==> src/rtl/tcw_pkg.sv <==
// Shared types and constants for the text console writer.
package tcw_pkg;

  localparam int unsigned SCREEN_WIDTH_DEF  = 80;
  localparam int unsigned SCREEN_HEIGHT_DEF = 25;

  localparam int unsigned CELL_W  = 16;
  localparam int unsigned CHAR_W  = 8;
  localparam int unsigned COLOR_W = 8;
  localparam int unsigned POS_W   = 8;
  localparam int unsigned OP_W    = 2;
  localparam int unsigned COL_W   = 7;
  localparam int unsigned ROW_W   = 5;
  localparam int unsigned OFF_W   = 11;

  localparam logic [CHAR_W-1:0]  BLANK_CHAR   = 8'h20;
  localparam logic [CHAR_W-1:0]  NEWLINE_CODE = 8'h0A;
  localparam logic [COLOR_W-1:0] RESET_COLOR  = 8'h02;

  typedef enum logic [OP_W-1:0] {
    OP_PUT   = 2'd0,
    OP_MOVE  = 2'd1,
    OP_CLEAR = 2'd2,
    OP_READ  = 2'd3
  } op_t;

  // Commands from the controller to the datapath.
  typedef struct packed {
    logic exec;             // item accepted and executed at this edge
    logic copy_step;        // one step of the scroll copy sweep
    logic fill_step;        // one blank write of a fill sweep
    logic fill_reset_color; // fill with the reset attribute (power-up pass)
    logic cap_read;         // capture the read data of a read item
    logic load_out;         // move the result into the output register
  } cmd_t;

  // Status from the datapath to the controller.
  typedef struct packed {
    op_t  op;          // operation of the item at the input
    logic will_scroll; // the item at the input pushes the cursor off the bottom
    logic copy_last;   // the copy sweep is at its final write
    logic fill_last;   // the fill sweep is at the last cell
  } status_t;

endpackage

==> src/rtl/tcw_ctrl.sv <==
// Controller state machine of the text console writer.
module tcw_ctrl (
  input  logic              clk,
  input  logic              rst,
  input  logic              in_valid,
  output logic              in_stall,
  output logic              out_valid,
  input  logic              out_stall,
  input  tcw_pkg::status_t  status,
  output tcw_pkg::cmd_t     cmd
);

  typedef enum logic [5:0] {
    ST_INIT   = 6'b000001,
    ST_IDLE   = 6'b000010,
    ST_RDWAIT = 6'b000100,
    ST_COPY   = 6'b001000,
    ST_FILL   = 6'b010000,
    ST_RESULT = 6'b100000
  } state_t;

  state_t state;
  state_t state_next;
  logic   accept;
  logic   out_free;

  assign in_stall = (state != ST_IDLE);
  assign accept   = in_valid && (state == ST_IDLE);
  assign out_free = !out_valid || !out_stall;

  always_comb begin
    state_next = state;
    cmd        = '0;
    unique case (state)
      ST_INIT: begin
        cmd.fill_step        = 1'b1;
        cmd.fill_reset_color = 1'b1;
        if (status.fill_last) begin
          state_next = ST_IDLE;
        end
      end
      ST_IDLE: begin
        if (accept) begin
          cmd.exec = 1'b1;
          unique case (status.op)
            tcw_pkg::OP_PUT:   state_next = status.will_scroll ? ST_COPY : ST_RESULT;
            tcw_pkg::OP_MOVE:  state_next = ST_RESULT;
            tcw_pkg::OP_CLEAR: state_next = ST_FILL;
            tcw_pkg::OP_READ:  state_next = ST_RDWAIT;
            default:           state_next = ST_RESULT;
          endcase
        end
      end
      ST_RDWAIT: begin
        cmd.cap_read = 1'b1;
        state_next   = ST_RESULT;
      end
      ST_COPY: begin
        cmd.copy_step = 1'b1;
        if (status.copy_last) begin
          state_next = ST_FILL;
        end
      end
      ST_FILL: begin
        cmd.fill_step = 1'b1;
        if (status.fill_last) begin
          state_next = ST_RESULT;
        end
      end
      ST_RESULT: begin
        if (out_free) begin
          cmd.load_out = 1'b1;
          state_next   = ST_IDLE;
        end
      end
      default: begin
        state_next = ST_IDLE;
      end
    endcase
  end

  always_ff @(posedge clk) begin
    if (rst) begin
      state     <= ST_INIT;
      out_valid <= 1'b0;
    end else begin
      state <= state_next;
      if (cmd.load_out) begin
        out_valid <= 1'b1;
      end else if (!out_stall) begin
        out_valid <= 1'b0;
      end
    end
  end

  a_no_overwrite: assert property (@(posedge clk) disable iff (rst)
    cmd.load_out |-> !(out_valid && out_stall))
    else $error("result loaded over a stalled item");

  a_busy_after_accept: assert property (@(posedge clk) disable iff (rst)
    accept |=> in_stall)
    else $error("input taken again before the previous item finished");

endmodule

==> config.mk <==
export PLATFORM = sky130hd
export DESIGN_NAME = tcw_ctrl
export DESIGN_NICKNAME = d
export VERILOG_FILES = /design/src/rtl/tcw_pkg.sv /design/src/rtl/tcw_ctrl.sv
export SDC_FILE = /design/constraint.sdc
export NUM_CORES = 1
export LEC_CHECK = 0
export ABC_AREA = 0
export BUFFER_PORTS_ARGS = -buffer_cell sky130_fd_sc_hd__buf_4
export CAP_MARGIN = 30
export CORE_MARGIN = 10
export CORE_UTILIZATION = 35
export DETAILED_ROUTE_END_ITERATION = 8
export SLEW_MARGIN = 20
export SYNTH_ARGS = -nofsm -noshare
export SYNTH_HDL_FRONTEND = slang
export SYNTH_SLANG_ARGS = --single-unit
==> constraint.sdc <==
create_clock -name clk -period 3.7 [get_ports clk]
set_clock_uncertainty 0.05 [all_clocks]
set_input_delay 0.74 -clock clk [delete_from_list [all_inputs] [get_ports clk]]
set_output_delay 0.74 -clock clk [all_outputs]
set_load 0.05 [all_outputs]
==> qor.yml, run 1 <==
status: "complete, no violations"
num_rows: 13
portBuffers: 16
clockRootBuffer: "clkbuf_4"
grt_pass1_vias: 435
final_core_util_pct: 48.2
dp.cells: 83
vias: 456
synth_area_per_cell_um2: 8.55
fin_crit_ps: 2650
core-area_um2: 1270
holdBufCountCts: 0
seq_area_frac_synth_pct: 30.4
yosys_warnings: 0
first_pass_iters: 4
route.detailed.drc: 0
leakagePower_nw: 0.263
synthesis.area_um2: 462
placedInstanceArea_um2: 586
drv_cap: 0
hp-class: "flip-flop to flip-flop"
final_cell_mix: "buf_4 (16), dfxtp_1 (7), nor4_1 (5)"
drive_gt1_share_pct: 37.5
finalHoldViolCount: 0
antenna_left: 0
stdcell_count: 87
grt_max_degree: 10
tns_ps: 0
finalSetupViolations: 0
finalMaxSlewViolations: 0
boundaryPins: 17
post_cts_resized: 0
cts_tree: "built"
grt_overflow: 0
fin_ws_ps: 1050
antenna_found_initial: 0
clock_latency_ps: 260
clock_sinks: 7
synth_seq_cells: 7
synth.distinct_cells: 29
drt_iter0_drc: 11
dp_slack_ps: 1310
ir_drop_mv: 0.169
worst_slew_pin_slew_ps: 410
cts_made_buffers: 3
clk_path_buf_depth: 2
period_share_pct: 71.6
synth_cells: 54
relSlewSlack_pct: 72.4
die_h_um: 56.3
routed_wl_um: 1110
die_area_um2: 3170
setup.worst_path.class: "flip-flop to primary output"
critPathRequiredTime_ps: 2910
endpoint_kind: "primary output"
fin_nets: 82
critical_path_arrival_ps: 1860
rsz0062_at_grt: "no"
wl_per_cell_um: 12.8
grt_pass1_wl_um: 1970
via_per_inst: 5.24
power_density_nw_per_um2: 423
die_x_um: 56.3
path_clk_slew_ps: 50
syn2layout_area_growth_pct: 32.5
syn_nets: 63
startpoint_type: "flip-flop"
design_area_um2: 612
gp_congestion: 0.763
track_usage_pct: 7.74
clock.fmax_mhz: 377
n_antenna_cell: 0
initial_core_util_pct: 36.4
h-tree-depth: 1
postCtsSetupBuffers: 0
final_common_cell: "buf_4"
path_max_fanout: 7
## synth_stat cells
| master | number | area share [%] |
|---|---|---|
| o32ai_1 | 1 | 1.9 |
| a21oi_1 | 4 | 4.3 |
| o31ai_1 | 1 | 1.6 |
| a21o_2 | 1 | 1.9 |
| inv_1 | 4 | 3.3 |
| and2_2 | 1 | 1.6 |
| and3b_1 | 1 | 1.9 |
| and2_1 | 1 | 1.4 |
| nand4bb_1 | 1 | 2.4 |
| clkdlybuf4s25_2 | 1 | 2.2 |
| xor2_1 | 1 | 1.9 |
| dfxtp_1 | 7 | 30 |
| nor3b_1 | 1 | 1.6 |
| and2b_2 | 1 | 1.9 |
| nand3_1 | 3 | 3.3 |
| or2_2 | 1 | 1.4 |
| nand3b_1 | 2 | 3.3 |
| nand2_1 | 3 | 2.4 |
| nand3_2 | 1 | 2.2 |
| clkbuf_2 | 1 | 1.1 |
| xnor2_1 | 1 | 1.9 |
| nor2_1 | 3 | 2.4 |
| or4_1 | 2 | 3.3 |
| nand4_1 | 2 | 2.7 |
| nor4_1 | 5 | 6.8 |
| or4_4 | 1 | 2.4 |
| a311oi_2 | 1 | 3.3 |
| o22ai_1 | 1 | 1.4 |
| nor3b_4 | 1 | 4.1 |
## metrics by stage
stage | power [mW] | hold slack [ps]
final | 0.259 | 443
after global routing | 0.274 | 490
after CTS | 0.259 | 446
after detailed placement | 0.190 | 436
after global placement | 0.190 | 446
after floorplan | 0.163 | 500
## cells by family (layout without fill, tap and decap cells)
| group | count (synthesis) | in the layout | share of synthesized area (%) |
|---|---|---|---|
| flip-flops | 7 | 7 | 30.4 |
| AO/OA/AOI/OAI | 9 | 9 | 14.4 |
| AND/OR/NAND/NOR | 30 | 30 | 45.0 |
| buffers and inverters | 6 | 24 | 6.50 |
| XOR/XNOR | 2 | 2 | 3.79 |
## power breakdown
part	switching, mW	internal (mW)	total [mW]
Sequential	0.00953	0.0813	0.0908
Clock	0.0298	0.0412	0.0710
Combinational	0.0576	0.0392	0.0968
Total	0.0970	0.162	0.259
## per-layer routing
layer  vias up  track usage (%)  wire [µm]
met5         -                0          0
met2        14             10.9        481
li1        240                -          -
met4         0             6.19         20
met1       200             9.02        533
met3         2             2.92         74
## critical path: stages (launching register included)
cell     delay [ps]
dfxtp_1         360
or4_4           550
nor3b_4         310
and2_2          190
buf_4           190
## worst paths after layout
| check | to | depth (start not counted) | slack [ps] | start |
|---|---|---|---|---|
| hold / removal | out_valid | 2 | 440 | out_valid |
| setup reg to reg | state[4] | 4 | 1970 | state[4] |
| setup / recovery | cmd[5] | 4 | 1050 | state[4] |
| hold reg to reg | out_valid | 2 | 440 | out_valid |
## area by class of cell
class                           instances  area [µm²]
Fill cell                             133         657
Multi-Input combinational cell         41         292
Sequential cell                         7         140
Timing Repair Buffer                   16         120
Clock buffer                            4        26.3
Tap cell                               15        18.8
Inverter                                4        15.0
## state kept, by name, summed over array words and instances (netlist names)
name and flops:
out_valid 1, state 6
Note: power is estimated with default switching activity, not from simulation.
==> run 2: changes to the inputs <==
- clock period: 3.7 -> 2.3 ns (I/O delays scaled with it)
==> run 2 against run 1 <==
Net effect:
- critical path depth did not move
- combinational power rose by 84%
- power rose by 70%
- final area rose by 8.0%
- flip-flop and latch count did not move
- core utilization rose by 3.8 points
- hold slack got worse by 69 ps
- clock-buffer cell count did not move
- critical path type unchanged
- highest routed layer unchanged
==> qor.yml, run 2 (synthesis results as in run 1) <==
status: "complete, no violations"
cp_cell_sequence: "or4_4 -> nor3b_4 -> and2_4 -> buf_8"
die_area_um2: 3170
rr_worst_depth: 6
portBuffers: 16
top_register: "state"
switchingPower_uw: 165
power_density_nw_per_um2: 665
fin_nets: 85
critPathLaunch: "state[4]"
largest_reg_flops: 6
clock_latency_ps: 250
leakagePower_nw: 0.286
clockRootBuffer: "clkbuf_4"
grt_max_degree: 10
grt_pass1_wl_um: 2150
internal-power_uw: 274
tns_ps: 0
combPwrFrac_pct: 40.5
path_clk_slew_ps: 50
period_share_pct: 97.7
ir_drop_mv: 0.293
routed_wl_um: 1270
worst_slew_pin_slew_ps: 463
boundaryPins: 17
crit_buf_inv: 1
hold-worst-slack_ps: 374
slowest_delay_ps: 570
rsz0062_at_grt: "no"
reg_top3: "state (6), out_valid (1)"
final_common_cell: "buf_4"
register_area_um2: 145
startpoint_type: "flip-flop"
finalSetupViolations: 0
hp-start: "in_valid"
p_seq_share_pct: 33.7
num_rows: 13
drt_iter0_drc: 4
cts_tree: "built"
track_usage_pct: 8.19
cts_made_buffers: 3
critical_path_arrival_ps: 1740
grt_pass1_vias: 509
syn2layout_area_growth_pct: 43.1
r2r_start: "state[4]"
switching_share_pct: 37.6
min_to: "state[1]"
finalMaxSlewViolations: 0
hp-class: "input pin to flip-flop"
antenna_found_initial: 0
relSlewSlack_pct: 68.9
clock_sinks: 7
clk_path_buf_depth: 2
endpoint_kind: "primary output"
clockPowerShare_pct: 25.9
reg2reg_to: "state[4]"
hpwl_um: 1010
initial_core_util_pct: 36.4
critPathRequiredTime_ps: 1790
vias: 482
gp_congestion: 0.717
fin_crit_ps: 2250
reg2reg_setup_slack_ps: 370
setup.worst_path.class: "flip-flop to primary output"
die_h_um: 56.3
drv_cap: 0
grt_overflow: 0
multi_input_area_um2: 298
first_pass_iters: 2
finalHoldViolCount: 0
drive_gt1_share_pct: 45.3
route.detailed.drc: 0
final_cell_mix: "buf_4 (16), nor4_1 (5), dfxtp_1 (5)"
clock.fmax_mhz: 445
critPathSlowestCell: "or4_4"
worst_hold_path.num_cells: 2
antenna_left: 0
path_max_fanout: 5
holdBufCountCts: 0
core-area_um2: 1270
n_antenna_cell: 0
via_per_inst: 5.36
die_x_um: 56.3
critPathTopFamily: "simple AND/OR/NAND/NOR gates"
fillers: 139
wl_per_cell_um: 14.1
h-tree-depth: 1
-- run 2: cell count changes in the layout (fill, tap and decap cells not counted) --
cell     delta
dfxtp_4     +1
nor3b_2     +1
buf_6       +2
buf_8       +1
and2_4      +1
nor3b_1     -1
and2_2      -1
dfxtp_2     +1
dfxtp_1     -2
inv_1       -1
inv_2       +1
-- run 2: timing repair --
| item | 4_1_cts | 5_1_grt |
|---|---|---|
| resized for setup | 0 | 9 |
| endpoints found under the setup margin | 0 | 3 |
| buffers inserted | 0 | 2 |
-- run 2: area by class of cell --
type,instances,share of cell area (%)
multi-input cells,41,45.1
flip-flops and latches,7,22.0
inverters,4,2.27
clock buffers,4,3.98
well taps,15,2.84
repair buffers,19,23.9
-- run 2: worst max-delay path by stage --
stage / slack, ps / cells after the start / endpoint
floorplan: 170 / 4 / cmd[0]
global placement: 310 / 5 / in_stall
detailed placement: 290 / 5 / in_stall
CTS: 4 / 5 / in_stall
global route: 5 / 4 / cmd[0]
finish: 50 / 4 / cmd[5]
-- run 2: power groups by stage --
stage	Clock, mW	Sequential, mW	Combinational, mW
2_1_floorplan	0	0.146	0.117
3_3_place_gp	0	0.150	0.163
3_5_place_dp	0	0.149	0.163
4_1_cts	0.116	0.147	0.164
5_1_grt	0.120	0.150	0.192
6_report	0.114	0.148	0.178
-- run 2: metal layers --
metal	up-vias	share of wire [%]	track usage, %
li1	246	-	-
met1	214	44	8.65
met2	17	44	13.2
met3	5	9.6	3.37
met4	0	2.4	5.15
met5	-	0	0
-- run 2: stage by stage --
step                total power, mW  util [%]  worst slack, ps  cells  area, µm²
finish                        0.439      52.1             54.0     90        661
detailed placement            0.313      47.1              295     84        598
floorplan                     0.263         -              168     54        467
CTS                           0.428      49.2             3.73     88        624
global placement              0.312      47.1              311     84        598
global route                  0.462      52.1             5.41     90        661
